<file path="src/hdl/cmbm_pkg.sv">
package cmbm_pkg;

    localparam int CH_W       = 8;
    localparam int SUBJ_W     = 3;
    localparam int NUM_COLORS = 8;
    localparam int DIST_W     = 18;
    localparam int COUNT_W    = 25;
    localparam int POS_W      = 12;
    localparam int SIZE_W     = 13;
    localparam int FW_W       = 13;
    localparam int SC_W       = 4;
    localparam int ADDR_W     = 3;
    localparam int DATA_W     = 32;

    // Largest accepted squared distance: 0.2 of the full-scale distance, squared, in 8-bit units
    localparam logic [DIST_W-1:0]  THRESH    = 18'd7803;
    localparam logic [COUNT_W-1:0] COUNT_MAX = '1;
    localparam logic [FW_W-1:0]    FW_RESET  = 13'd320;
    localparam logic [SC_W-1:0]    SC_RESET  = 4'd8;

    typedef enum logic {
        REG_FRAME_WIDTH   = 1'b0,
        REG_SUBJECT_COUNT = 1'b1
    } reg_index_t;

    localparam logic [CH_W-1:0] COLOR_RED [NUM_COLORS] =
        '{8'd55, 8'd255, 8'd168, 8'd255, 8'd255, 8'd157, 8'd255, 8'd54};
    localparam logic [CH_W-1:0] COLOR_GREEN [NUM_COLORS] =
        '{8'd213, 8'd159, 8'd255, 8'd79, 8'd225, 8'd112, 8'd93, 8'd224};
    localparam logic [CH_W-1:0] COLOR_BLUE [NUM_COLORS] =
        '{8'd255, 8'd67, 8'd62, 8'd179, 8'd74, 8'd255, 8'd93, 8'd160};

    typedef struct packed {
        logic [CH_W-1:0] red;
        logic [CH_W-1:0] green;
        logic [CH_W-1:0] blue;
        logic            frame_end;
    } pixel_t;

    typedef struct packed {
        logic [SUBJ_W-1:0]  subject;
        logic               visible;
        logic [COUNT_W-1:0] pixel_count;
        logic [POS_W-1:0]   rect_x;
        logic [POS_W-1:0]   rect_y;
        logic [SIZE_W-1:0]  rect_width;
        logic [SIZE_W-1:0]  rect_height;
        logic               last_subject;
    } result_t;

    function automatic logic [DIST_W-1:0] sq_diff(input logic [CH_W-1:0] a,
                                                  input logic [CH_W-1:0] b);
        logic [CH_W-1:0]   d;
        logic [2*CH_W-1:0] sq;
        d  = (a > b) ? a - b : b - a;
        sq = {{CH_W{1'b0}}, d} * {{CH_W{1'b0}}, d};
        return {{(DIST_W-2*CH_W){1'b0}}, sq};
    endfunction

endpackage

</file>
<file path="src/hdl/cmbm_front.sv">
module cmbm_front import cmbm_pkg::*;
#(
    parameter int MAX_SUBJECTS = 8,
    parameter int MAX_DIM      = 4096
)
(
    input  logic                       clk,
    input  logic                       rst_n,
    input  logic                       accept,
    input  pixel_t                     pixel,
    input  logic [FW_W-1:0]            frame_width,
    input  logic [SC_W-1:0]            active,
    output logic                       entry_valid,
    output logic                       entry_hit,
    output logic [SUBJ_W-1:0]          entry_id,
    output logic [$clog2(MAX_DIM)-1:0] entry_column,
    output logic [$clog2(MAX_DIM)-1:0] entry_row,
    output logic                       entry_last
);

    localparam int CW   = $clog2(MAX_DIM);
    localparam int CMPW = (CW + 1 > FW_W) ? CW + 1 : FW_W;

    logic [CW-1:0]     col_reg, col_next;
    logic [CW-1:0]     row_reg, row_next;
    logic [CMPW-1:0]   fw_ext;
    logic [CMPW-1:0]   width_eff;
    logic [CMPW-1:0]   col_inc;

    logic              s1_valid_reg;
    logic [DIST_W-1:0] s1_dist_reg [MAX_SUBJECTS];
    logic [MAX_SUBJECTS-1:0] s1_en_reg;
    logic [CW-1:0]     s1_col_reg;
    logic [CW-1:0]     s1_row_reg;
    logic              s1_last_reg;

    logic              found;
    logic [DIST_W-1:0] best_d;
    logic [SUBJ_W-1:0] best_i;

    // Raster position tracking
    always_comb
    begin
        fw_ext = CMPW'(frame_width);
        if (fw_ext == '0)
        begin
            width_eff = CMPW'(1);
        end
        else if (fw_ext > CMPW'(MAX_DIM))
        begin
            width_eff = CMPW'(MAX_DIM);
        end
        else
        begin
            width_eff = fw_ext;
        end
        col_inc  = CMPW'(col_reg) + 1'b1;
        col_next = col_reg;
        row_next = row_reg;
        if (accept)
        begin
            if (pixel.frame_end)
            begin
                col_next = '0;
                row_next = '0;
            end
            else if (col_inc >= width_eff)
            begin
                col_next = '0;
                if (row_reg < CW'(MAX_DIM - 1))
                begin
                    row_next = row_reg + 1'b1;
                end
            end
            else
            begin
                col_next = CW'(col_inc);
            end
        end
    end

    always_ff @(posedge clk or negedge rst_n)
    begin
        if (!rst_n)
        begin
            col_reg      <= '0;
            row_reg      <= '0;
            s1_valid_reg <= 1'b0;
        end
        else
        begin
            col_reg      <= col_next;
            row_reg      <= row_next;
            s1_valid_reg <= accept;
        end
    end

    // Distance stage: one squared distance per subject lane
    always_ff @(posedge clk)
    begin
        if (accept)
        begin
            for (int i = 0; i < MAX_SUBJECTS; i++)
            begin
                s1_dist_reg[i] <= sq_diff(pixel.red,   COLOR_RED[i])
                                + sq_diff(pixel.green, COLOR_GREEN[i])
                                + sq_diff(pixel.blue,  COLOR_BLUE[i]);
                s1_en_reg[i]   <= (SC_W'(i) < active);
            end
            s1_col_reg  <= col_reg;
            s1_row_reg  <= row_reg;
            s1_last_reg <= pixel.frame_end;
        end
    end

    // Nearest subject, lower index wins ties
    always_comb
    begin
        found  = 1'b0;
        best_d = '0;
        best_i = '0;
        for (int i = 0; i < MAX_SUBJECTS; i++)
        begin
            if (s1_en_reg[i] && (!found || s1_dist_reg[i] < best_d))
            begin
                found  = 1'b1;
                best_d = s1_dist_reg[i];
                best_i = SUBJ_W'(i);
            end
        end
    end

    assign entry_valid  = s1_valid_reg;
    assign entry_hit    = found && (best_d <= THRESH);
    assign entry_id     = best_i;
    assign entry_column = s1_col_reg;
    assign entry_row    = s1_row_reg;
    assign entry_last   = s1_last_reg;

endmodule

</file>
<file path="config.mk">
export PLATFORM = sky130hd
export DESIGN_NAME = cmbm_front
export DESIGN_NICKNAME = d
export VERILOG_FILES = /design/src/hdl/cmbm_pkg.sv /design/src/hdl/cmbm_front.sv
export SDC_FILE = /design/constraint.sdc
export NUM_CORES = 2
export LEC_CHECK = 0
export BUFFER_PORTS_ARGS = -buffer_cell sky130_fd_sc_hd__buf_2
export CAP_MARGIN = 10
export CORE_MARGIN = 2
export CORE_UTILIZATION = 61
export DETAILED_ROUTE_END_ITERATION = 8
export GPL_ROUTABILITY_DRIVEN = 1
export PLACE_DENSITY = 0.92
export REMOVE_ABC_BUFFERS = 1
export SLEW_MARGIN = 0
export SYNTH_ARGS = -nofsm -noshare
export SYNTH_HDL_FRONTEND = slang
export SYNTH_SLANG_ARGS = --single-unit
</file>
<file path="constraint.sdc">
create_clock -name clk -period 17.8 [get_ports clk]
set_input_delay 2.67 -clock clk [delete_from_list [all_inputs] [get_ports clk]]
set_output_delay 2.67 -clock clk [all_outputs]
set_load 0.01 [all_outputs]
</file>
Yosys cells after proc, flatten, opt, wreduce, memory -nomap -nowiden
Memory sizes are Yosys's and may differ from the RTL's.
Index checks and enable logic that the tools add are counted.
{"block": "classes", "n_addsub": 58, "mul": 20, "magnitude_cmp": 39, "mux": 52, "reduce_logical": 26}
{"operator": "multiplier 8 x 8 -> 16 bit", "count": 20}
{"operator": "2-to-1 mux 8 bit", "count": 20}
{"operator": "adder 17 x 16 -> 18 bit", "count": 8}
{"operator": "2-to-1 mux 18 bit", "count": 8}
{"operator": "adder 16 x 16 -> 17 bit", "count": 8}
{"operator": "less-than comparator 18 bit", "count": 7}
{"operator": "> comparator 8 bit, second input constant", "count": 11}
{"operator": "subtractor 8 bit, first input constant", "count": 11}
{"operator": "subtractor 8 bit, second input constant", "count": 11}
{"operator": "2-to-1 mux 12 bit", "count": 5}
{"operator": "> comparator 8 x 7 -> 1 bit, second input constant", "count": 6}
{"operator": "subtractor 7 x 8 -> 8 bit, first input constant", "count": 6}
{"operator": "subtractor 8 x 7 -> 8 bit, second input constant", "count": 6}
{"operator": "2-to-1 mux 13 bit", "count": 2}
{"operator": "> comparator 8 x 6 -> 1 bit, second input constant", "count": 3}
{"operator": "subtractor 6 x 8 -> 8 bit, first input constant", "count": 3}
{"operator": "subtractor 8 x 6 -> 8 bit, second input constant", "count": 3}
{"operator": "less-or-equal comparator 18 x 13 -> 1 bit, second input constant", "count": 1}
{"operator": "2-to-1 mux 3 bit", "count": 6}
{"operator": "less-than comparator 3 x 4 -> 1 bit, first input constant", "count": 4}
{"operator": "adder 12 x 1 -> 13 bit, second input constant", "count": 1}
{"operator": ">= comparator 13 bit", "count": 1}
{"operator": "> comparator 13 bit, second input constant", "count": 1}
{"operator": "logical NOT 13 bit", "count": 1}
{"operator": "other kinds (10)", "count": 42}
{"block": "word_totals", "reg_bits": 58, "ramBits": 144, "inputBits": 45, "out_inout_bits": 30, "word_cells": 203, "mem_count": 1}
{"name": "s1_dist_reg", "depth": 8, "word_bits": 18, "read_ports": 8, "rd_clocked_by_memory_dff": 0, "wr": 8, "line_no": "cmbm_front.sv:31", "rtl": "logic [DIST_W-1:0] s1_dist_reg [MAX_SUBJECTS];"}

Depth between registers and ports, before layout
An unclocked memory read counts as a cell.
{"block": "logic_depth", "ltp_word": 32, "ltp_mapped": 86, "mapped_depth_nobuf": 74}

Worst setup path before layout
OpenSTA, ideal clock, no wires.
{"block": "synth_timing", "path_kind": "register to output", "from": "register s1_en_reg[0]", "to": "output port entry_hit", "arrival_time_ns": 15.918, "t_required_ns": 15.130, "slack_ns": -0.788, "path_stages_with_launch": 79, "n_path_buf": 11, "cell_sequence": "edfxtp_1 > buf_2 > clkbuf_1 > clkbuf_1 > nand2_1 > ha_1 > nand4_1 > or4_1 > a2bb2oi_2 > a31oi_4 > buf_2 > nand3_1 > a21boi_0 > ha_1 > a21oi_1 > o21ai_0 > a2111oi_0 > a22o_1 > [43 not listed] > a21o_1 > buf_6 > clkbuf_1 > a21oi_1 > ha_1 > a21oi_1 > nor2b_1 > o21ai_0 > nand2b_1 > a21oi_1 > nor2b_1 > o21ai_0 > nand2b_1 > a21oi_1 > o311ai_0 > o21ai_0 > o211ai_1 > o21ai_1"}
{"block": "synth_between", "elab_chain_cells": 31, "elab_cells_between_ends": 46, "cone_classes": "order compare: 8; mux: 16; reduce/logical: 22"}
{"item": "from (decl)", "line_no": "cmbm_front.sv:32", "rtl": "logic [MAX_SUBJECTS-1:0] s1_en_reg;"}
{"item": "from (signal, indexed assignment)", "line_no": "cmbm_front.sv:108", "rtl": "s1_en_reg[i] <= (SC_W'(i) < active);"}
{"item": "2-to-1 mux 18 bit or 2-to-1 mux 1 bit (tied branches)", "line_no": "cmbm_front.sv:124", "rtl": "if (s1_en_reg[i] && (!found || s1_dist_reg[i] < best_d))"}
{"item": "less-than comparator 18 bit or logical NOT 1 bit (tied branches)", "line_no": "cmbm_front.sv:124"}
{"item": "logical OR 1 bit", "line_no": "cmbm_front.sv:124"}
{"item": "logical AND 1 bit", "line_no": "cmbm_front.sv:124"}
{"item": "2-to-1 mux 18 bit or 2-to-1 mux 1 bit (tied branches)", "line_no": "cmbm_front.sv:124"}
{"item": "less-than comparator 18 bit or logical NOT 1 bit (tied branches)", "line_no": "cmbm_front.sv:124"}
{"item": "logical OR 1 bit", "line_no": "cmbm_front.sv:124"}
{"item": "logical AND 1 bit", "line_no": "cmbm_front.sv:124"}
{"item": "[15 not listed]"}
{"item": "logical AND 1 bit", "line_no": "cmbm_front.sv:124"}
{"item": "2-to-1 mux 18 bit or 2-to-1 mux 1 bit (tied branches)", "line_no": "cmbm_front.sv:124"}
{"item": "less-than comparator 18 bit or logical NOT 1 bit (tied branches)", "line_no": "cmbm_front.sv:124"}
{"item": "logical OR 1 bit", "line_no": "cmbm_front.sv:124"}
{"item": "logical AND 1 bit", "line_no": "cmbm_front.sv:124"}
{"item": "2-to-1 mux 18 bit", "line_no": "cmbm_front.sv:124"}
{"item": "less-or-equal comparator 18 x 13 -> 1 bit", "line_no": "cmbm_front.sv:134", "rtl": "assign entry_hit = found && (best_d <= THRESH);"}
{"item": "logical AND 1 bit *", "line_no": "cmbm_front.sv:134"}
{"item": "to (decl)", "line_no": "cmbm_front.sv:14", "rtl": "output logic entry_hit,"}
Mark *: on every way between the ends. The rest lies on a longest branch, timed or not.

Final worst setup path
Ends and elaborated chain as after synthesis.

==> run summary <==
The flow ran to the end, but the final reports show violations. The final reports fail on negative setup slack. The tools report the end point of the critical path as entry_hit.

The cell depth of the worst flop-to-flop path is 19. In this run, post-CTS hold repair placed 0 buffers. The number of buffer cells added on primary ports is 74, and the area fraction in compound gates after synthesis is 8.92%. Across the run, the number of max-cap violations was 0. The cell type of the slowest stage on the worst timing path is edfxtp_1. The synthesized netlist devotes 51.5% of its cell area to adder and majority cells.

CTS placed an instance of clkbuf_16 at the clock tree root. Clock tree buffer depth: 3. The count of nets left with antenna violations once routing finished came out at 0.

The run gives 7 as the number of optimization iterations in the first detailed-route pass. The core region is 83300 sq um. The commonest cells after synthesis are inv_1 (1362), fa_1 (857), ha_1 (730).

Of all nets on the critical path, the largest fanout is 8. For this design, the sink count on the clock tree is 201. Headroom to the max-slew limit came out at 12.6%. Setup repair after global routing could not meet its margin everywhere. The fraction of synthesized area in multiplexers came out at 1.37%. The kind of start point of the critical path was a flop.

On the worst path, the slowest cell contributes a delay of 420 ps. For this configuration, the core starts out at a cell density of 61.3%. The H-tree depth is 1. The number of flip-flops under the largest register name was 143; the post-layout minimum cycle time was 18070 ps. From left edge to right edge, the die measures 293 microns. The fraction of layout instances using a drive strength above 1 was 10.2%. After clock tree synthesis, the clock-pin slew on the worst setup and hold paths is 70 ps. After detailed routing, the average wire length per cell comes to 21.9 microns. STA puts the critical path data required time at 15130 ps. Detailed-route wire length: 152 mm. For this run, the register share of the synthesized area comes to 11.6%. The mean instance size in the synthesized netlist is 9.06 sq um. The register bit total from synthesis is 201. In this run the worst setup path begins at s1_en_reg[0].

The number of vias in the routed layout was 41400; the area added between synthesis and finish was 10.1%. In the synthesized netlist, the number of instances is 5636. TritonCTS created 20 clock buffers. For this run, the leading register cell type out of synthesis is edfxtp_1. The leading cell type by number of instances after synthesis was inv_1. The sum of overflow across all layers after global routing came out at 0.

For the worst setup path, the data arrival time is 15400 ps. For this run, the post-layout net count is 7501. The critical path is of the flop to output port type.

During synthesis, Yosys emitted a total of 0 warnings. On the final layout, the worst clock skew is 19.2 ps. The run gives 106 as the standard-cell row count. The area enclosed by the die boundary is 86000 sq um. For the finished layout cell area, the log shows 56200 sq um. TritonCTS built the clock tree. Die extent in y: 293 microns. For the pin with the worst max-slew slack, the measured transition is 1300 ps.

The number of antenna violations at the first check in global routing was 13; the area share of the leading cell type in the synthesized netlist was 33.6%. The first global-routing pass estimated 235 mm of wire. Dividing the detail-routed via count by the number of cells gives 5.95. The tightest min-delay check is of the flop to flop type. The cell depth of the worst hold path came out at 0.

The violation count after the first detailed-route iteration was 3797; the share of the clock period used by the worst path was 102%. After synthesis, the cell types taking the most area are fa_1 (34%), ha_1 (18%), edfxtp_1 (10%). The run gives 13530 ps as the worst reg-to-reg setup slack. Kind of end point of the critical path: an output port. The hold violation total from the final report came out at 0. The via count of the first global-routing pass was 43800; the clock latency on the worst-skew pair was 540 ps.

The simple-gate share of the synthesized area works out to 11.5%. The post-route worst setup slack was -268 ps; the overall routing resource usage was 35.5%. The logs give 75 for the number of primary I/O pins and 123 mm for the total half-perimeter wirelength after legalization and detailed placement. The cell that appears most often on the critical path is a21o_1. In this run the critical register-to-register path is launched from col_reg[0]. The run gives 4 as the final count of negative-setup-slack endpoints.

Summing the areas of all xor and xnor instances in the mapped netlist gives 4.08% of the synthesized area. For this run, the share of the core covered by cells in the final layout is 67.5%. Synthesis instantiated 84 different standard cells from the library. The run gives 51000 sq um as the cell area after synthesis. The endpoint identified for the worst register-to-register timing path is row_reg[9]. The startpoint identified for the worst hold timing path is col_reg[10]. The residual DRC count is 0. For the number of max-slew violations in the final report, the log shows 0.

The global placer's final weighted congestion is 1.03. The number of enable flip-flop cells after synthesis was 176. After detailed placement, the total cell area comes to 53900 sq um. Dominant combinational cell family by area after synthesis: adder cells. After synthesis, the share of flip-flops with an asynchronous set or reset is 12.4%.

The largest total area in the synthesized netlist belongs to fa_1. Entering global routing, the biggest net connects 123 pins. Across all hold checks on the routed design, the worst slack comes to 474 ps. The top achievable clock speed is 0.0553 GHz.
[what timing repair did]
item,CTS,global route
resized for setup,134,130
buffers inserted,32,24
endpoints found under the setup margin,4,4
pin swaps,51,68
cloned,2,1
hold endpoints to repair,0,0
[per-layer routing]
| layer | GRT usage, % | vias to the layer above | share of wire [%] |
|---|---|---|---|
| li1 | - | 18200 | - |
| met1 | 42.0 | 20200 | 35 |
| met2 | 57.6 | 2371 | 46 |
| met3 | 8.71 | 655 | 11 |
| met4 | 24.1 | 12 | 8.2 |
| met5 | 0 | - | 0.056 |
[placed cells by master (no fill, tap or decap), drive strengths merged, types with 29 or more instances in the layout]
cell type | synthesis | routed
nor2b | 38 | 38
o21ai | 221 | 221
xor2 | 31 | 31
fa | 857 | 857
buf | 29 | 321
a21oi | 213 | 213
inv | 1367 | 1369
nor3 | 51 | 51
edfxtp | 176 | 176
ha | 730 | 730
a21boi | 48 | 48
or2 | 33 | 33
and3 | 29 | 29
a21o | 61 | 61
xnor2 | 207 | 207
nor2 | 588 | 588
and2 | 38 | 38
nand2b | 39 | 39
nand3 | 68 | 68
nand4 | 34 | 34
mux2i | 43 | 43
nand2 | 356 | 356
[through the flow]
| stage | worst slack (ps) | cells | TNS, ps |
|---|---|---|---|
| after floorplan | -784 | 5525 | -2880 |
| after global placement | -293 | 6871 | -872 |
| after detailed placement | -367 | 6871 | -1190 |
| after CTS | 0.689 | 6941 | 0 |
| after global routing | -927 | 6964 | -3530 |
| final | -268 | 6967 | -905 |
[cells by family (layout without fill, tap and decap cells)]
logic type,count (synthesis),after routing
xor+xnor,238,238
buf+inv,1487,1733
mux,67,67
other cells,1,6
simple gates,1326,1326
fa+ha+maj,1587,1587
compound gates,729,729
flops,201,201
[worst min path at each step]
| stage | endpoint |
|---|---|
| after detailed placement | entry_column[10] |
| final | entry_column[10] |
| after CTS | entry_column[10] |
| after global routing | entry_column[11] |
| after global placement | entry_column[11] |
| after floorplan | entry_column[11] |
[critical path, delay by kind of cell, from the launching register on]
family / cells / cell delay (ps)
adders and majority gates: 7 / 1960
muxes: 3 / 900
AOI/OAI and AO/OA: 34 / 6300
DFF: 1 / 420
and+or+nand+nor: 19 / 2970
buffers and inverters: 15 / 2290
[final cells by class]
type                    instances  area, sq um
clock inverters                12          168
well taps                    1080         1350
multi-input cells            3949        40600
fillers                      5947        27100
diodes                          4         10.0
clock buffers                  24          547
flip-flops and latches        201         5910
inverters                    1375         5160
repair buffers                322         2420
Power is not shown: default switching activity piles up to over one toggle a cycle in this logic, so the estimate is an artifact.
