## config.mk

```make
export PLATFORM = sky130hd
export DESIGN_NAME = cmbm_back
export DESIGN_NICKNAME = d
export VERILOG_FILES = /design/src/hdl/cmbm_pkg.sv /design/src/hdl/cmbm_back.sv
export SDC_FILE = /design/constraint.sdc
export NUM_CORES = 2
export LEC_CHECK = 0
export ABC_CLOCK_PERIOD_IN_PS = 16260
export BUFFER_PORTS_ARGS = -buffer_cell sky130_fd_sc_hd__buf_2
export CORE_UTILIZATION = 35
export CTS_BUF_LIST = sky130_fd_sc_hd__clkbuf_4 sky130_fd_sc_hd__clkbuf_8
export DETAILED_ROUTE_END_ITERATION = 8
export GPL_TIMING_DRIVEN = 0
export HOLD_SLACK_MARGIN = 0.06
export PLACE_DENSITY_LB_ADDON = 0.1
export SLEW_MARGIN = 20
export SYNTH_ARGS = -nofsm -noshare
export SYNTH_HDL_FRONTEND = slang
export SYNTH_SLANG_ARGS = --single-unit
```

## constraint.sdc

```tcl
create_clock -name clk -period 16.26 [get_ports clk]
set_input_delay 0.813 -clock clk [delete_from_list [all_inputs] [get_ports clk]]
set_output_delay 0.813 -clock clk [all_outputs]
set_load 0.03 [all_outputs]
```

## src/hdl/cmbm_pkg.sv

```systemverilog
package cmbm_pkg;

    localparam int CH_W       = 8;
    localparam int SUBJ_W     = 3;
    localparam int NUM_COLORS = 8;
    localparam int DIST_W     = 18;
    localparam int COUNT_W    = 25;
    localparam int POS_W      = 12;
    localparam int SIZE_W     = 13;
    localparam int FW_W       = 13;
    localparam int SC_W       = 4;
    localparam int ADDR_W     = 3;
    localparam int DATA_W     = 32;

    // Largest accepted squared distance: 0.2 of the full-scale distance, squared, in 8-bit units
    localparam logic [DIST_W-1:0]  THRESH    = 18'd7803;
    localparam logic [COUNT_W-1:0] COUNT_MAX = '1;
    localparam logic [FW_W-1:0]    FW_RESET  = 13'd320;
    localparam logic [SC_W-1:0]    SC_RESET  = 4'd8;

    typedef enum logic {
        REG_FRAME_WIDTH   = 1'b0,
        REG_SUBJECT_COUNT = 1'b1
    } reg_index_t;

    localparam logic [CH_W-1:0] COLOR_RED [NUM_COLORS] =
        '{8'd55, 8'd255, 8'd168, 8'd255, 8'd255, 8'd157, 8'd255, 8'd54};
    localparam logic [CH_W-1:0] COLOR_GREEN [NUM_COLORS] =
        '{8'd213, 8'd159, 8'd255, 8'd79, 8'd225, 8'd112, 8'd93, 8'd224};
    localparam logic [CH_W-1:0] COLOR_BLUE [NUM_COLORS] =
        '{8'd255, 8'd67, 8'd62, 8'd179, 8'd74, 8'd255, 8'd93, 8'd160};

    typedef struct packed {
        logic [CH_W-1:0] red;
        logic [CH_W-1:0] green;
        logic [CH_W-1:0] blue;
        logic            frame_end;
    } pixel_t;

    typedef struct packed {
        logic [SUBJ_W-1:0]  subject;
        logic               visible;
        logic [COUNT_W-1:0] pixel_count;
        logic [POS_W-1:0]   rect_x;
        logic [POS_W-1:0]   rect_y;
        logic [SIZE_W-1:0]  rect_width;
        logic [SIZE_W-1:0]  rect_height;
        logic               last_subject;
    } result_t;

    function automatic logic [DIST_W-1:0] sq_diff(input logic [CH_W-1:0] a,
                                                  input logic [CH_W-1:0] b);
        logic [CH_W-1:0]   d;
        logic [2*CH_W-1:0] sq;
        d  = (a > b) ? a - b : b - a;
        sq = {{CH_W{1'b0}}, d} * {{CH_W{1'b0}}, d};
        return {{(DIST_W-2*CH_W){1'b0}}, sq};
    endfunction

endpackage

```

## src/hdl/cmbm_back.sv

```systemverilog
module cmbm_back import cmbm_pkg::*;
#(
    parameter int MAX_SUBJECTS = 8,
    parameter int MAX_DIM      = 4096
)
(
    input  logic                       clk,
    input  logic                       rst_n,
    input  logic                       entry_valid,
    input  logic                       entry_hit,
    input  logic [SUBJ_W-1:0]          entry_id,
    input  logic [$clog2(MAX_DIM)-1:0] entry_column,
    input  logic [$clog2(MAX_DIM)-1:0] entry_row,
    input  logic                       entry_last,
    input  logic [SC_W-1:0]            active,
    output logic                       entry_pop,
    input  logic                       rec_ready,
    output logic                       rec_push,
    output result_t                    rec
);

    localparam int CW    = $clog2(MAX_DIM);
    localparam int IDX_W = (MAX_SUBJECTS > 1) ? $clog2(MAX_SUBJECTS) : 1;

    logic [COUNT_W-1:0] cnt_reg   [MAX_SUBJECTS];
    logic [CW-1:0]      minx_reg  [MAX_SUBJECTS];
    logic [CW-1:0]      maxx_reg  [MAX_SUBJECTS];
    logic [CW-1:0]      miny_reg  [MAX_SUBJECTS];
    logic [CW-1:0]      maxy_reg  [MAX_SUBJECTS];
    logic [COUNT_W-1:0] cnt_next  [MAX_SUBJECTS];
    logic [CW-1:0]      minx_next [MAX_SUBJECTS];
    logic [CW-1:0]      maxx_next [MAX_SUBJECTS];
    logic [CW-1:0]      miny_next [MAX_SUBJECTS];
    logic [CW-1:0]      maxy_next [MAX_SUBJECTS];

    logic [COUNT_W-1:0] snap_cnt_reg  [MAX_SUBJECTS];
    logic [CW-1:0]      snap_minx_reg [MAX_SUBJECTS];
    logic [CW-1:0]      snap_maxx_reg [MAX_SUBJECTS];
    logic [CW-1:0]      snap_miny_reg [MAX_SUBJECTS];
    logic [CW-1:0]      snap_maxy_reg [MAX_SUBJECTS];
    logic               snap_busy_reg, snap_busy_next;
    logic [SC_W-1:0]    snap_total_reg, snap_total_next;
    logic [IDX_W-1:0]   rd_idx_reg, rd_idx_next;

    logic               take;
    logic               close_frame;
    logic               rec_last;
    logic               rec_vis;
    logic [CW:0]        span_x;
    logic [CW:0]        span_y;

    // Hold a frame end until the previous readout has drained
    assign take        = entry_valid && (!entry_last || !snap_busy_reg);
    assign entry_pop   = take;
    assign close_frame = take && entry_last;

    // Per-subject update lanes
    always_comb
    begin
        for (int i = 0; i < MAX_SUBJECTS; i++)
        begin
            cnt_next[i]  = cnt_reg[i];
            minx_next[i] = minx_reg[i];
            maxx_next[i] = maxx_reg[i];
            miny_next[i] = miny_reg[i];
            maxy_next[i] = maxy_reg[i];
            if (take && entry_hit && entry_id == SUBJ_W'(i))
            begin
                if (cnt_reg[i] == '0)
                begin
                    minx_next[i] = entry_column;
                    maxx_next[i] = entry_column;
                    miny_next[i] = entry_row;
                    maxy_next[i] = entry_row;
                end
                else
                begin
                    if (entry_column < minx_reg[i]) minx_next[i] = entry_column;
                    if (entry_column > maxx_reg[i]) maxx_next[i] = entry_column;
                    if (entry_row < miny_reg[i])    miny_next[i] = entry_row;
                    if (entry_row > maxy_reg[i])    maxy_next[i] = entry_row;
                end
                if (cnt_reg[i] != COUNT_MAX)
                begin
                    cnt_next[i] = cnt_reg[i] + 1'b1;
                end
            end
        end
    end

    always_ff @(posedge clk or negedge rst_n)
    begin
        if (!rst_n)
        begin
            for (int i = 0; i < MAX_SUBJECTS; i++)
            begin
                cnt_reg[i] <= '0;
            end
        end
        else
        begin
            for (int i = 0; i < MAX_SUBJECTS; i++)
            begin
                cnt_reg[i] <= close_frame ? '0 : cnt_next[i];
            end
        end
    end

    // Box corners only count once the lane's count is nonzero
    always_ff @(posedge clk)
    begin
        for (int i = 0; i < MAX_SUBJECTS; i++)
        begin
            minx_reg[i] <= minx_next[i];
            maxx_reg[i] <= maxx_next[i];
            miny_reg[i] <= miny_next[i];
            maxy_reg[i] <= maxy_next[i];
        end
        if (close_frame)
        begin
            for (int i = 0; i < MAX_SUBJECTS; i++)
            begin
                snap_cnt_reg[i]  <= cnt_next[i];
                snap_minx_reg[i] <= minx_next[i];
                snap_maxx_reg[i] <= maxx_next[i];
                snap_miny_reg[i] <= miny_next[i];
                snap_maxy_reg[i] <= maxy_next[i];
            end
        end
    end

    // Readout sequencer over the frame snapshot
    assign rec_push = snap_busy_reg && rec_ready;
    assign rec_last = (SC_W'(rd_idx_reg) + 1'b1 == snap_total_reg);

    always_comb
    begin
        snap_busy_next  = snap_busy_reg;
        snap_total_next = snap_total_reg;
        rd_idx_next     = rd_idx_reg;
        if (close_frame)
        begin
            snap_busy_next  = (active != '0);
            snap_total_next = active;
            rd_idx_next     = '0;
        end
        else if (rec_push)
        begin
            if (rec_last)
            begin
                snap_busy_next = 1'b0;
            end
            else
            begin
                rd_idx_next = rd_idx_reg + 1'b1;
            end
        end
    end

    always_ff @(posedge clk or negedge rst_n)
    begin
        if (!rst_n)
        begin
            snap_busy_reg  <= 1'b0;
            snap_total_reg <= '0;
            rd_idx_reg     <= '0;
        end
        else
        begin
            snap_busy_reg  <= snap_busy_next;
            snap_total_reg <= snap_total_next;
            rd_idx_reg     <= rd_idx_next;
        end
    end

    always_comb
    begin
        rec_vis = (snap_cnt_reg[rd_idx_reg] != '0);
        span_x  = {1'b0, snap_maxx_reg[rd_idx_reg]} - {1'b0, snap_minx_reg[rd_idx_reg]}
                + 1'b1;
        span_y  = {1'b0, snap_maxy_reg[rd_idx_reg]} - {1'b0, snap_miny_reg[rd_idx_reg]}
                + 1'b1;
        rec.subject      = SUBJ_W'(rd_idx_reg);
        rec.visible      = rec_vis;
        rec.pixel_count  = rec_vis ? snap_cnt_reg[rd_idx_reg] : '0;
        rec.rect_x       = rec_vis ? POS_W'(snap_minx_reg[rd_idx_reg]) : '0;
        rec.rect_y       = rec_vis ? POS_W'(snap_miny_reg[rd_idx_reg]) : '0;
        rec.rect_width   = rec_vis ? SIZE_W'(span_x) : '0;
        rec.rect_height  = rec_vis ? SIZE_W'(span_y) : '0;
        rec.last_subject = rec_last;
    end

endmodule

```

* Yosys cells after proc, flatten, opt, wreduce, memory -nomap -nowiden
Memory sizes are Yosys's and may differ from the RTL's. Index checks and enable logic that the tools add are counted.
Word-level totals: logic and storage cells 246, memory bits (writable) 968, flip-flop bits (word level) 208, input bits 37, output and inout bits 82, memories 9
Cells by class: $add $sub $neg 14, equality and inequality tests 17, reduce and logical (&&, ||, !) cells 30, order comparisons 32, multiplexer cells 133
Memory list:
- snap_cnt_reg | words 8, width 25, rd ports 1, clocked after Yosys merged registers in 0, write ports 8, RTL line cmbm_back.sv:36 | logic [COUNT_W-1:0] snap_cnt_reg [MAX_SUBJECTS];
- maxx_reg | words 8, width 12, rd ports 8, clocked after Yosys merged registers in 0, write ports 8, RTL line cmbm_back.sv:27 | logic [CW-1:0] maxx_reg [MAX_SUBJECTS];
- maxy_reg | words 8, width 12, rd ports 8, clocked after Yosys merged registers in 0, write ports 8, RTL line cmbm_back.sv:29 | logic [CW-1:0] maxy_reg [MAX_SUBJECTS];
- minx_reg | words 8, width 12, rd ports 8, clocked after Yosys merged registers in 0, write ports 8, RTL line cmbm_back.sv:26 | logic [CW-1:0] minx_reg [MAX_SUBJECTS];
- miny_reg | words 8, width 12, rd ports 8, clocked after Yosys merged registers in 0, write ports 8, RTL line cmbm_back.sv:28 | logic [CW-1:0] miny_reg [MAX_SUBJECTS];
- snap_maxx_reg | words 8, width 12, rd ports 1, clocked after Yosys merged registers in 0, write ports 8, RTL line cmbm_back.sv:38 | logic [CW-1:0] snap_maxx_reg [MAX_SUBJECTS];
- 3 more memories
Operators by type and width (number):
- $mux W12 | 98
- $mux W25 | 25
- $add A25 B1 Y25 const B | 8
- $logic_not A25 Y1 | 8
- $ne A25 B25 Y1 const B | 8
- $gt A12 B12 Y1 | 16
- $lt A12 B12 Y1 | 16
- $add A13 B1 Y13 const B | 2
- $mux W13 | 2
- $sub A12 B12 Y13 | 2
- $reduce_bool A25 Y1 | 1
- $eq A3 B3 Y1 const B | 4
- $logic_and A1 B1 Y1 | 12
- $mux W3 | 3
- $eq A3 B2 Y1 const B | 2
- $mux W1 | 5
- $add A3 B1 Y4 const B | 1
- $eq A4 B4 Y1 | 1
- $reduce_and A2 Y1 | 2
- $reduce_bool A2 Y1 | 2
- $reduce_bool A4 Y1 | 1
- $add A3 B1 Y3 const B | 1
- $eq A3 B1 Y1 const B | 1
- $logic_not A3 Y1 | 1
- 3 further kinds | 4

* Logic depth before layout (Yosys ltp)
depth after elaboration 7, gate-level depth with buffers 19, mapped depth without buffers 12

* Least setup slack after synthesis
OpenSTA, ideal clock, no wires.
path type input to register, from input entry_last, to memory snap_cnt_reg[0][0], enable pin, cell stages on the path 5, data arrival time 17.272 ns, setup time 1.181 ns, required time 15.079 ns, setup slack -2.193 ns, buffers on the path 2, cells stage by stage nand2_1 -> or2_2 -> clkbuf_1 -> inv_1 -> clkbuf_1
RTL lines:
- start, declared | RTL line cmbm_back.sv:14 | input logic entry_last,
- end, declared | RTL line cmbm_back.sv:36

==> run summary <==
Outcome = complete, no violations
Switching power total = 5.02 mW
Antenna violations before repair = 15
Register area share after synthesis = 52.7%
Worst slack, placed = 8.99 ns
Antenna viol nets, final = 0
PD cells = 192 nW/um2
Int Power = 7.73 mW
P_leak = 26.9 nW
Synth area leader = edfxtp_1
RSZ-0062 raised after global routing = false
Post-Syn Nets = 5031
Layout fillers = 15600
CP endpoint kind = output pin
Crit path arrival time = 7.41 ns
CTS tree = yes
Final Hold Fails = 0
Crit path max fanout = 10
Core Area = 163000 um2
Drt total wl = 183000 um
Clock buffer depth = 3
Clk_skew = 0.0709 ns
Worst slew pin tran = 1.30 ns
Synth cell count leaders = edfxtp_1 (584), ha_1 (431), mux2_2 (422)
Highest-delay cell along the critical path = clkbuf_1
Detailed-route DRC error count = 0
Max-slew headroom = 13.1%
Max-cap check violation count = 0
Number of synthesized register bits = 1176
Io pins = 119
Worst-path clk slew = 0.06 ns
Nets = 5382
Die height = 408 um
H-Tree Depth = 4
Final RePlAce weighted congestion = 0.895
CP cell instances = buf_2 > buf_4 > buf_2 > buf_4 > clkbuf_1 > mux4_2 > mux2i_1 > ha_1 > inv_1 > ha_1 > fa_1 > a21o_1 > a21oi_1 > o211ai_1 > o211ai_1 > nand3_1 > a31oi_1 > buf_2
Critical Path RT = 15.45 ns
Worst hold path type = input port to asynchronous set/reset pin
DP HPWL = 133000 um
Slowest stage delay, CP = 0.81 ns
Global route total overflow = 0
Post-CTS Setup Repair Bufs = 0
Crit path launch type = register
Fmax = 122 MHz
Crit path max-delay family = buffers and inverters
Die width = 408 um
Clock power frac = 24.0%
Via count = 37800
Non-Filler Instances = 7284
PortBufs = 118
Mapped Cells = 4561
Num Clock Sinks = 1176
Reg power frac = 33.4%
WP buf/inv = 7
WS Path Type = register to output pin
Via/cell ratio = 5.19
Syn. warnings = 0
Crit path time final = 8.22 ns
Setup TNS = 0 ns
Yosys cell types = 66
DR pass1 iterations = 6
Max rail drop VDD = 0.000396 V
Most frequent cell after synthesis = edfxtp_1
Share of layout cells above drive strength 1 = 22.9%
Placed insts = 6871
Yosys top cell area share = 30.4%
Synth Cell Area = 57800 um2
Ys async rst share = 17.7%
Synth top area cells = edfxtp_1 (30%), dfxtp_1 (13%), ha_1 (9.3%), dfrtp_1 (9.0%), mux2_2 (8.2%)
Initial Util = 35.4%
Number of global-route vias before repair = 37600
Top cell by count, worst path = buf_2
Initial DRC count = 2754
Pin count of the biggest net entering global routing = 89
Final WS setup = 8.04 ns
TritonCTS Buffers = 208
Setup violators final = 0
Die area = 167000 um2
First-pass GRT wire length = 265000 um
Avg Inst Size Synth = 12.7 um2
Area Overhead vs Synth = 14.7%
Crit share post-route = 50.5%
Combinational share of power = 42.7%
Reg-to-reg slack, setup = 11.90 ns
Sw Ratio = 39.4%
Wire per inst = 25.1 um
EDFF count, synth = 584
Root buffer cell = clkbuf_8
Gr usage total = 21.8%
Rows = 148
PostCTS Resize Cnt = 0
Post-synth top flop = edfxtp_1
Final Max Tran Viols = 0
Skew-Pair Late Insertion Delay = 0.95 ns
per-stage QoR:
| stage | cell area [um2] | power, mW | hold WS (ns) | utilization, % |
|---|---|---|---|---|
| final | 66300 | 12.7 | 0.443 | 40.6 |
| after detailed placement | 61500 | 9.76 | 0.484 | 37.7 |
| after global routing | 66200 | 13.5 | 0.421 | 40.6 |
| after global placement | 61100 | 9.82 | 0.478 | 37.4 |
| after floorplan | 57800 | 7.96 | 0.465 | - |
| after CTS | 66200 | 12.9 | 0.360 | 40.6 |
cell type report:
cell class	instances	area (um2)	area share, %
sequential	1176	30400	45.9
multi-input combinational	2811	25100	37.9
clock buffer	320	3950	5.97
tap	2175	2720	4.11
inverter	409	1540	2.32
timing repair buffer	141	1030	1.55
buffer	165	758	1.14
clock inverter	75	703	1.06
antenna	12	30.0	0.0453
cell families (layout without fill, tap and decap cells):
logic type | after synthesis | in the layout | synth area share [%]
and+or+nand+nor | 1104 | 1104 | 10.8
AOI/OAI and AO/OA | 475 | 475 | 5.75
muxes | 598 | 598 | 14.4
adders and majority gates | 433 | 433 | 9.40
xor gates and xnor gates | 201 | 201 | 3.05
DFF | 1176 | 1176 | 52.7
other | 0 | 12 | 0
buffers and inverters | 574 | 1110 | 3.94
power groups by stage:
stage	Combinational [mW]	Sequential, mW	Clock, mW
6_report	5.44	4.25	3.06
5_1_grt	5.93	4.32	3.27
3_5_place_dp	5.46	4.30	0
3_3_place_gp	5.41	4.41	0
2_1_floorplan	3.72	4.24	0
4_1_cts	5.50	4.25	3.14
per-layer routing:
metal	track usage, %	wire, um	vias up
met1	31.3	88000	19100
met4	6.52	4660	4
met5	0	23	-
met3	3.46	8130	230
met2	33.8	82100	885
li1	-	-	17600
placed cells by master, fill, tap and decap left out, drive strengths merged, types with 13 or more instances in the layout:
cell type | Yosys | routed
dfxtp | 384 | 384
edfxtp | 584 | 584
a31o | 13 | 13
buf | 51 | 186
and4 | 50 | 50
mux2 | 422 | 422
nand2 | 129 | 129
nor2 | 148 | 148
nand4 | 129 | 129
dfrtp | 208 | 208
clkbuf | 114 | 434
a21oi | 92 | 92
o211ai | 41 | 41
nor4b | 13 | 13
nor2b | 41 | 41
xnor2 | 126 | 126
and3 | 49 | 49
clkinv | 0 | 53
nand3 | 102 | 102
o21ai | 48 | 48
inv | 409 | 418
and2 | 214 | 214
o21a | 24 | 24
a211oi | 39 | 39
a221oi | 14 | 14
nand2b | 23 | 23
mux4 | 143 | 143
xor2 | 75 | 75
nor3 | 72 | 72
nand3b | 13 | 13
or3 | 14 | 14
nor4 | 63 | 63
o2111ai | 19 | 19
o31a | 16 | 16
mux2i | 33 | 33
ha | 431 | 431
a21o | 127 | 127
repair_timing:
| action | in CTS | in global routing |
|---|---|---|
| setup endpoints to repair | 0 | 0 |
| hold buffers | 6 | 0 |
| hold endpoints to repair | 46 | 0 |
path summary, 6_finish.rpt:
path	to	start	cells after the start
min in group clk	snap_cnt_reg[4][3]$_DFFE_PP_	entry_id[1]	4
setup / recovery	rec[25]	rd_idx_reg[0]$_DFFE_PN0P_	18
hold / removal	cnt_reg[16]$_DFF_PN0_	rst_n	2
setup reg to reg	snap_minx_reg[0][9]$_DFFE_PP_	cnt_reg[175]$_DFF_PN0_	10
max in group asynchronous	cnt_reg[86]$_DFF_PN0_	rst_n	3
hold reg to reg	minx_reg[0][43]$_DFF_P_	minx_reg[0][43]$_DFF_P_	1
No activity file was read; power rests on OpenSTA's default activity.
