File: src/hdl/cmbm_pkg.sv
package cmbm_pkg;

    localparam int CH_W       = 8;
    localparam int SUBJ_W     = 3;
    localparam int NUM_COLORS = 8;
    localparam int DIST_W     = 18;
    localparam int COUNT_W    = 25;
    localparam int POS_W      = 12;
    localparam int SIZE_W     = 13;
    localparam int FW_W       = 13;
    localparam int SC_W       = 4;
    localparam int ADDR_W     = 3;
    localparam int DATA_W     = 32;

    // Largest accepted squared distance: 0.2 of the full-scale distance, squared, in 8-bit units
    localparam logic [DIST_W-1:0]  THRESH    = 18'd7803;
    localparam logic [COUNT_W-1:0] COUNT_MAX = '1;
    localparam logic [FW_W-1:0]    FW_RESET  = 13'd320;
    localparam logic [SC_W-1:0]    SC_RESET  = 4'd8;

    typedef enum logic {
        REG_FRAME_WIDTH   = 1'b0,
        REG_SUBJECT_COUNT = 1'b1
    } reg_index_t;

    localparam logic [CH_W-1:0] COLOR_RED [NUM_COLORS] =
        '{8'd55, 8'd255, 8'd168, 8'd255, 8'd255, 8'd157, 8'd255, 8'd54};
    localparam logic [CH_W-1:0] COLOR_GREEN [NUM_COLORS] =
        '{8'd213, 8'd159, 8'd255, 8'd79, 8'd225, 8'd112, 8'd93, 8'd224};
    localparam logic [CH_W-1:0] COLOR_BLUE [NUM_COLORS] =
        '{8'd255, 8'd67, 8'd62, 8'd179, 8'd74, 8'd255, 8'd93, 8'd160};

    typedef struct packed {
        logic [CH_W-1:0] red;
        logic [CH_W-1:0] green;
        logic [CH_W-1:0] blue;
        logic            frame_end;
    } pixel_t;

    typedef struct packed {
        logic [SUBJ_W-1:0]  subject;
        logic               visible;
        logic [COUNT_W-1:0] pixel_count;
        logic [POS_W-1:0]   rect_x;
        logic [POS_W-1:0]   rect_y;
        logic [SIZE_W-1:0]  rect_width;
        logic [SIZE_W-1:0]  rect_height;
        logic               last_subject;
    } result_t;

    function automatic logic [DIST_W-1:0] sq_diff(input logic [CH_W-1:0] a,
                                                  input logic [CH_W-1:0] b);
        logic [CH_W-1:0]   d;
        logic [2*CH_W-1:0] sq;
        d  = (a > b) ? a - b : b - a;
        sq = {{CH_W{1'b0}}, d} * {{CH_W{1'b0}}, d};
        return {{(DIST_W-2*CH_W){1'b0}}, sq};
    endfunction

endpackage

File: src/hdl/cmbm_queue.sv
module cmbm_queue import cmbm_pkg::*;
#(
    parameter int WIDTH = 8,
    parameter int DEPTH = 4
)
(
    input  logic                       clk,
    input  logic                       rst_n,
    input  logic                       push,
    input  logic [WIDTH-1:0]           wdata,
    input  logic                       pop,
    output logic [WIDTH-1:0]           rdata,
    output logic                       empty,
    output logic                       full,
    output logic [$clog2(DEPTH+1)-1:0] count
);

    localparam int PTR_W = (DEPTH > 1) ? $clog2(DEPTH) : 1;
    localparam int CNT_W = $clog2(DEPTH + 1);

    logic [WIDTH-1:0] mem_reg [DEPTH];
    logic [PTR_W-1:0] wr_ptr_reg, wr_ptr_next;
    logic [PTR_W-1:0] rd_ptr_reg, rd_ptr_next;
    logic [CNT_W-1:0] count_reg, count_next;
    logic             do_push;
    logic             do_pop;

    assign empty   = (count_reg == '0);
    assign full    = (count_reg == CNT_W'(DEPTH));
    assign count   = count_reg;
    assign rdata   = mem_reg[rd_ptr_reg];
    assign do_push = push && !full;
    assign do_pop  = pop && !empty;

    always_comb
    begin
        wr_ptr_next = wr_ptr_reg;
        rd_ptr_next = rd_ptr_reg;
        count_next  = count_reg;
        if (do_push)
        begin
            wr_ptr_next = (wr_ptr_reg == PTR_W'(DEPTH - 1)) ? '0 : wr_ptr_reg + 1'b1;
        end
        if (do_pop)
        begin
            rd_ptr_next = (rd_ptr_reg == PTR_W'(DEPTH - 1)) ? '0 : rd_ptr_reg + 1'b1;
        end
        if (do_push && !do_pop)
        begin
            count_next = count_reg + 1'b1;
        end
        else if (do_pop && !do_push)
        begin
            count_next = count_reg - 1'b1;
        end
    end

    always_ff @(posedge clk or negedge rst_n)
    begin
        if (!rst_n)
        begin
            wr_ptr_reg <= '0;
            rd_ptr_reg <= '0;
            count_reg  <= '0;
        end
        else
        begin
            wr_ptr_reg <= wr_ptr_next;
            rd_ptr_reg <= rd_ptr_next;
            count_reg  <= count_next;
        end
    end

    always_ff @(posedge clk)
    begin
        if (do_push)
        begin
            mem_reg[wr_ptr_reg] <= wdata;
        end
    end

endmodule

File: config.mk
export PLATFORM = sky130hd
export DESIGN_NAME = cmbm_queue
export DESIGN_NICKNAME = d
export VERILOG_FILES = /design/src/hdl/cmbm_pkg.sv /design/src/hdl/cmbm_queue.sv
export SDC_FILE = /design/constraint.sdc
export NUM_CORES = 1
export LEC_CHECK = 0
export ABC_AREA = 1
export BUFFER_PORTS_ARGS = -buffer_cell sky130_fd_sc_hd__buf_2
export CORE_UTILIZATION = 35
export DETAILED_ROUTE_END_ITERATION = 16
export MAX_ROUTING_LAYER = met4
export PLACE_DENSITY = 0.54
export SLEW_MARGIN = 25
export SYNTH_ARGS = -nofsm -noshare
export SYNTH_HDL_FRONTEND = slang
export SYNTH_SLANG_ARGS = --single-unit
File: constraint.sdc
create_clock -name clk -period 2.3 [get_ports clk]
set_input_delay 0.46 -clock clk [delete_from_list [all_inputs] [get_ports clk]]
set_output_delay 0.46 -clock clk [all_outputs]
set_load 0.01 [all_outputs]
# Yosys cells after proc, flatten, opt, wreduce, memory -nomap -nowiden
# Memory sizes are Yosys's and may differ from the RTL's.
# Cells that the tools add are included.
classes:
  add_sub_neg: 4
  n_eq_ne: 3
  reduce_logical: 10
  n_mux: 6
op_table:
  columns: ["op", "n"]
  rows:
  - ["two-way mux 3 bit", 2]
  - ["adder 2 x 1 -> 2 bit, second input constant", 2]
  - ["== test 2 bit, second input constant", 2]
  - ["logical AND 1 bit", 4]
  - ["zero test 1 bit", 4]
  - ["two-way mux 2 bit", 2]
  - ["adder 3 x 1 -> 3 bit, second input constant", 1]
  - ["== test 3 bit, second input constant", 1]
  - ["zero test 3 bit", 1]
  - ["subtractor 3 x 1 -> 3 bit, second input constant", 1]
  - ["two-way mux 1 bit", 2]
  - ["nonzero test 2 bit", 1]
word_totals:
  register_bits: 7
  input_bits: 12
  output_inout_bits: 13
  n_memories: 1
  ramBits: 32
memory_table:
  columns: ["name", "words", "word_bits", "read_ports", "rd_ports_with_merged_regs", "write_ports", "line", "source"]
  rows:
  - ["mem_reg", 4, 8, 1, 0, 1, "cmbm_queue.sv:21", "logic [WIDTH-1:0] mem_reg [DEPTH];"]

# Logic depth before layout (Yosys ltp)
# Gate-level depths: netlist (run 1).
depth:
  ltp_word: 7
  ltp_mapped: 12

# Worst setup path after synthesis (run 1)
# No wires, ideal clock.
synth_timing:
  path_kind: "reg-to-reg"
  startpoint: "reg count_reg[0], in the netlist count[0]"
  endpoint: "reg count_reg[1], in the netlist count[1]"
  setup_ns: 0.126
  arrival_time_ns: 1.625
  path_stages_with_launch: 10
  slack_ns: 0.548
  t_required_ns: 2.174
  cell_sequence: "dfrtp_1 inv_2 nand3_1 nand2_2 inv_1 ha_1 inv_1 fa_1 nand2_1 o21ai_0"
synth_via:
  elab_cells_between_ends: 15
synth_rtl:
  columns: ["item", "line", "source"]
  rows:
  - ["from (decl)", "cmbm_queue.sv:24", "logic [CNT_W-1:0] count_reg, count_next;"]
  - ["from (signal assigned)", "cmbm_queue.sv:70", "count_reg <= count_next;"]
  - ["== test 3 bit", "cmbm_queue.sv:29", "assign full = (count_reg == CNT_W'(DEPTH));"]
  - ["zero test 1 bit", "cmbm_queue.sv:32", "assign do_push = push && !full;"]
  - ["logical AND 1 bit", "cmbm_queue.sv:32", null]
  - ["net do_push", "cmbm_queue.sv:25", "logic do_push;"]
  - ["logical AND 1 bit", "cmbm_queue.sv:48", "if (do_push && !do_pop)"]
  - ["two-way mux 3 bit", "cmbm_queue.sv:48", null]
  - ["net count_next[1]", "cmbm_queue.sv:24", null]
# The timed path passes the listed nets, and every way through them passes these cells. The select of a mux whose other input is x is not followed.
# A chain may end at the register's enable or synchronous reset.

# Final worst setup path (run 1)
# Same ends and word-level chain as after synthesis.

==> results of run 1 <==
-- layout make-up --
class	instances	area share
repair buffers	31	0.08444
clock inverters	3	0.02111
multi-input cells	78	0.2153
flip-flops and latches	39	0.5476
well taps	67	0.04041
clock buffers	5	0.03317
inverters	32	0.05790
-- cells by family after synthesis --
| kind of cell | share of synthesized area |
|---|---|
| adders and majority gates | 0.05405 |
| AOI/OAI and AO/OA | 0.07397 |
| buffers and inverters | 0.1003 |
| DFF | 0.6458 |
| and+or+nand+nor | 0.1209 |
| xor gates and xnor gates | 0.004980 |
-- report_power, final --
part	switching [mW]	leakage, nW	internal [mW]
Combinational	0.618	0.500	0.387
Clock	0.232	0.0581	0.323
Sequential	0.0786	0.378	0.948
Total	0.928	0.936	1.66
-- synthesized netlist by cell type --
cell / count
buf_6: 5
xnor2_1: 1
nand2_1: 38
nand4_1: 1
nor2_1: 6
o21ai_0: 1
fa_1: 1
inv_2: 1
inv_1: 31
nand3_1: 7
ha_1: 6
o211ai_2: 1
nand2_2: 1
dfrtp_1: 7
edfxtp_1: 32
o211ai_1: 15
-- worst register-to-register path, cell delays in order (launching register included) --
cell and delay, ns:
dfrtp_1 0.44, inv_2 0.08, nand3_1 0.15, nand2_2 0.16, inv_1 0.06, ha_1 0.20, inv_1 0.09, fa_1 0.41
nand2_1 0.07, o21ai_0 0.07
-- final timing paths --
kind / slack (ns) / depth (start not counted) / from / end
worst max-delay path: 0.46 / 9 / count[0]$_DFFE_PN0P_ / count[1]$_DFFE_PN0P_
worst min-delay path: 0.38 / 1 / wdata[2] / mem_reg[2][2]$_DFFE_PP_
worst max register to register: 0.46 / 9 / count[0]$_DFFE_PN0P_ / count[1]$_DFFE_PN0P_
worst min register to register: 0.54 / 2 / wr_ptr_reg[1]$_DFFE_PN0P_ / wr_ptr_reg[1]$_DFFE_PN0P_
max in group asynchronous: 1.60 / 2 / rst_n / count[1]$_DFFE_PN0P_
min in group asynchronous: 0.54 / 2 / rst_n / count[2]$_DFFE_PN0P_
-- routing by layer --
metal  up-vias  track usage  routed length, µm
li1        570            -                  -
met1       526       0.1559               1296
met2        23       0.2108               1435
met3         8      0.04144                143
met4         0      0.05664                 64
met5         -            -                  0
-- stage by stage --
step / instance area, µm² / worst slack [ns] / instances / hold WS [ns] / util
4_1_cts: 2074 / 0.4446 / 255 / 0.3738 / 0.4335
2_1_floorplan: 1759 / 0.5481 / 154 / 0.1644 / -
6_report: 2074 / 0.4600 / 255 / 0.3842 / 0.4335
3_3_place_gp: 1952 / 0.5167 / 246 / 0.3059 / 0.4078
3_5_place_dp: 1952 / 0.4428 / 246 / 0.3077 / 0.4078
5_1_grt: 2074 / 0.2656 / 255 / 0.3759 / 0.4335
==> summary.txt, run 1 <==
Vias in the first global route = 1057
Critical Path RT = 2.47 ns
1st-iter DRT viols = 34
Clock latency on the worst-skew pair = 0.29 ns
Worst setup EP type = register
Synth Instances = 154
Critical path, cell by cell = inv_2, nand3_1, nand2_2, inv_1, ha_1, inv_1, fa_1, nand2_1, o21ai_0
Total GRT Usage = 0.1327
Hpwl dp = 2026 µm
Startpoint Class = register
Synth top area share = 0.5462
HP Class = input port to register
Final Hold Vio Count = 0
Peak VDD IR = 0.0005014 V
Pleak = 0.9361 nW
Fmax = 543.5 MHz
Critical path class = register to register
Drt total wl = 2939 µm
Post-route ant nets = 0
Max-Cap Viols = 0
Worst path top cell family by delay = adder cells
CP max stage cell = dfrtp_1
Final Total Pwr = 2.586 mW
Post-synthesis sequential area ratio = 0.6458
DRT Pass-1 Iters = 4
Commonest non-fill, non-tap cells in the layout = nand2_1 (38), edfxtp_1 (32), inv_1 (31)
Boundary pin count = 25
Commonest non-fill, non-tap cell in the layout = nand2_1
Clock Tree Buf Depth = 2
Post-synth top area cell = edfxtp_1
DIE HEIGHT = 72.90 µm
#FFs+latches synth = 39
Final min period = 1.840 ns
Worst EP arrival = 2.01 ns
Register area = 1136 µm²
CTS tree = built
CTS Sinks = 39
Detailed-route via count = 1127
First-pass GRT wire length = 4857 µm
RD Place Congestion = 0.8064
Clock-pin slew on the worst setup and hold paths = 0.07 ns
Most common cell on crit path = inv_1
Setup TNS = 0 ns
Vias per cell = 4.420
H-Tree Level Count = 2
Net Count, Synth = 173
Max FFs per register = 32
Pin count of the biggest net entering global routing = 36
Worst-Margin Slew = 0.3364 ns
Routed wire per std cell = 11.53 µm
Pwr/cell area = 1247 nW/µm²
Status = finished clean
Number of post-CTS setup repair buffers = 0
Fill cell count = 460
CTS buffer count = 5
Initial antenna violation count = 0
Hold Buf Count CTS = 1
Mapped Avg Cell Area = 11.42 µm²
Layout Nets = 206
RSZ-0062 raised after global routing = false
# DRC = 0
Core footprint = 4786 µm²
Layout cells sized above 1 = 0.2181
# rows = 25
Synthesis-to-finish area growth = 17.92%
Die area = 5314 µm²
Unique masters post-synth = 16
Largest stage delay, worst path = 0.44 ns
Crit path buf inv count = 3
Multi-input logic area = 446.7 µm²
Critical-path maximum fanout = 7
Slew Viols, Final = 0
Die width = 72.90 µm
Setup violators final = 0
Grt ovf = 0
Clock skew = 0.006236 ns
Number of port buffers = 24
Syn. warnings = 0
Synth top area cells = edfxtp_1 (55%), dfrtp_1 (10%), nand2_1 (8.1%), inv_1 (6.6%), o211ai_1 (6.4%)
Fin crit share = 0.8000
Clock Tree Root = clkbuf_8
Mapped cell area = 1759 µm²
# resized after CTS = 0
Initial core utilization = 0.3676
# diodes = 0
Max_slew headroom = 0.7757
(Power assumes the default switching activity.)
==> run 2: changes to the inputs <==
Settings changed: PLACE_DENSITY 0.54 to 0.56.
Clock period 2.3 ns to 1.61 ns, I/O delays scaled along.
==> run 2 against run 1 <==
  * Setup slack lost 0.45 ns
  * Register-to-register slack lost 0.45 ns
  * Count of clock-buffer cells in the layout is the same
  * Largest power group is now combinational logic
  * Sequential share of layout area shrank 3.4 points
  * Sequential power grew 43%
  * Clock power grew 42%
  * Total power grew 54%
  * Cell count grew 4.3%
  * Global-route usage grew 0.90 points
  * Via count grew 4.3%
==> summary.txt, run 2 (same netlist as run 1, synthesis figures left out) <==
# DRC = 0 (unchanged)
Top layer in use = met4
Max-Cap Viols = 0 (unchanged)
HP Class = input port to register
Commonest non-fill, non-tap cells in the layout = nand2_1 (35), edfxtp_1 (32), inv_1 (26)
# diodes = 0 (unchanged)
Fin cells = 266 (+4.3%)
Commonest non-fill, non-tap cell in the layout = nand2_1
Clock latency on the worst-skew pair = 0.29 ns (about the same)
Die area = 5314 µm² (unchanged)
Register-to-Register Setup Slack = 0.01 ns (-0.45 ns)
Initial antenna violation count = 0 (unchanged)
Worst EP arrival = 1.77 ns (-0.24 ns)
Vias in the first global route = 1176 (+11%)
Worst Setup Slack, final = 0.01283 ns (-0.4472 ns)
Worst setup EP type = register
Drt total wl = 3045 µm (+3.6%)
Routed wire per std cell = 11.45 µm (-0.68%)
Fmax = 626.1 MHz (+15%)
Post-route ant nets = 0 (unchanged)
Largest stage delay, worst path = 0.44 ns (about the same)
Critical path, cell by cell = inv_2, nand3_2, nand2_2, ha_4, inv_4, fa_2, inv_1, nand2_2, nand4_1, nand2_1
Clock skew = 0.005262 ns (-0.0009743 ns)
Most common cell on crit path = nand2_2
Boundary pin count = 25 (unchanged)
H-Tree Level Count = 2 (unchanged)
Die width = 72.90 µm (unchanged)
Peak VDD IR = 0.0007286 V (+45%)
Pwr/cell area = 1800 nW/µm² (+44%)
CP max stage cell = dfrtp_2
Number of port buffers = 24 (unchanged)
RD Place Congestion = 0.7087 (-12%)
Final min period = 1.597 ns (-0.2428 ns)
Fill cell count = 451 (-2.0%)
Clock Tree Buf Depth = 2 (unchanged)
DP Area = 2039 µm² (+4.5%)
Fin util = 0.4633 (+0.02980)
CTS buffer count = 5 (unchanged)
Critical path class = register to register
Max FFs per register = 32 (unchanged)
CTS tree = built
Clock-pin slew on the worst setup and hold paths = 0.07 ns (about the same)
Grt ovf = 0 (unchanged)
Hpwl dp = 2249 µm (+11%)
DRT Pass-1 Iters = 4 (unchanged)
1st-iter DRT viols = 13 (-62%)
Synthesis-to-finish area growth = 26.03%
Core footprint = 4786 µm² (unchanged)
Slew Viols, Final = 0 (unchanged)
Layout Nets = 217 (+5.3%)
Total GRT Usage = 0.1417 (+0.009037)
Status = finished clean
# rows = 25 (unchanged)
Initial core utilization = 0.3676 (unchanged)
Clock Tree Root = clkbuf_8
Final Cell Area = 2217 µm² (+6.9%)
Placed cells = 252 (+2.4%)
Startpoint Class = register
Layout cells sized above 1 = 0.3317 (+0.1136)
Routed wl met2 = 1603 µm (+12%)
DP Worst Slack = -0.06183 ns (-0.5046 ns)
DIE HEIGHT = 72.90 µm (unchanged)
Detailed-route via count = 1175 (+4.3%)
RSZ-0062 raised after global routing = true
Setup TNS = 0 ns (unchanged)
Pin count of the biggest net entering global routing = 20 (-44%)
Met1 WL = 1285 µm (-0.85%)
Critical-path maximum fanout = 3 (-4)
Final Hold Vio Count = 0 (unchanged)
Met3 WL = 122 µm (-15%)
Fin crit share = 0.9920 (+0.1920)
First-pass GRT wire length = 5216 µm (+7.4%)
Pleak = 0.9898 nW (+5.7%)
Max_slew headroom = 0.8840 (+0.1083)
Vias per cell = 4.417 (about the same)
Worst-Margin Slew = 0.1740 ns (-0.1624 ns)
Setup violators final = 0 (unchanged)
CTS Sinks = 39 (unchanged)
Critical Path RT = 1.79 ns (-0.68 ns)
==> run 2: changes by cell type in the layout (fill, tap and decap cells not counted), moves of 2 or more <==
| cell | delta |
|---|---|
| buf_4 | +9 |
| buf_6 | +2 |
| dfrtp_1 | -2 |
| dfrtp_2 | +2 |
| inv_1 | -5 |
| inv_2 | +3 |
| inv_4 | +2 |
| nand2_1 | -3 |
| nand2_2 | +2 |
| nand3_1 | -2 |
==> run 2: worst max-delay path, delay by kind of cell (launching register included) <==
| kind | cells | cell delay, ns |
|---|---|---|
| adder cells (fa/ha/maj) | 2 | 0.50 |
| buffers and inverters | 3 | 0.19 |
| flip-flops | 1 | 0.44 |
| AND/OR/NAND/NOR | 5 | 0.36 |
==> run 2: path summary, 6_finish.rpt <==
| kind | from | end | cells past startpoint |
|---|---|---|---|
| max | count[2]$_DFFE_PN0P_ | count[2]$_DFFE_PN0P_ | 10 |
| min in group asynchronous | rst_n | count[1]$_DFFE_PN0P_ | 2 |
| min | wdata[4] | mem_reg[3][4]$_DFFE_PP_ | 1 |
| min reg2reg | wr_ptr_reg[1]$_DFFE_PN0P_ | wr_ptr_reg[1]$_DFFE_PN0P_ | 2 |
| max in group asynchronous | rst_n | count[2]$_DFFE_PN0P_ | 2 |
| max reg2reg | count[2]$_DFFE_PN0P_ | count[2]$_DFFE_PN0P_ | 10 |
==> run 2: metrics by stage <==
step	total power, mW	hold slack, ns
3_5_place_dp	3.147	0.1655
3_3_place_gp	3.056	0.1662
6_report	3.992	0.2422
4_1_cts	4.021	0.2311
2_1_floorplan	2.613	0.02641
5_1_grt	4.346	0.2281
==> run 2: area by class of cell <==
class / count / area, µm² / share of cell area
Clock buffer: 5 / 68.82 / 0.03104
Sequential cell: 39 / 1139 / 0.5135
Multi-Input combinational cell: 78 / 491.7 / 0.2218
Inverter: 32 / 125.1 / 0.05643
Tap cell: 67 / 83.83 / 0.03781
Timing Repair Buffer: 42 / 265.3 / 0.1196
Clock inverter: 3 / 43.79 / 0.01975
==> run 2: report_power, final <==
group / internal, mW / leakage (nW) / switching, mW
Sequential: 1.36 / 0.376 / 0.114
Combinational: 0.749 / 0.556 / 0.979
Clock: 0.461 / 0.0581 / 0.329
==> run 2: layer usage <==
layer  GRT usage  vias up
li1            -      600
met1      0.1527      553
met2      0.2399       18
met3     0.03453        4
met4     0.07843        0
met5           -        -
==> run 2: what timing repair did <==
item | in CTS | in global routing
buffers inserted | 3 | 2
hold buffers | 1 | 0
endpoints found under the setup margin | 4 | 8
gates resized for setup | 5 | 4
pin swaps | 3 | 11
hold endpoints to repair | 7 | 0
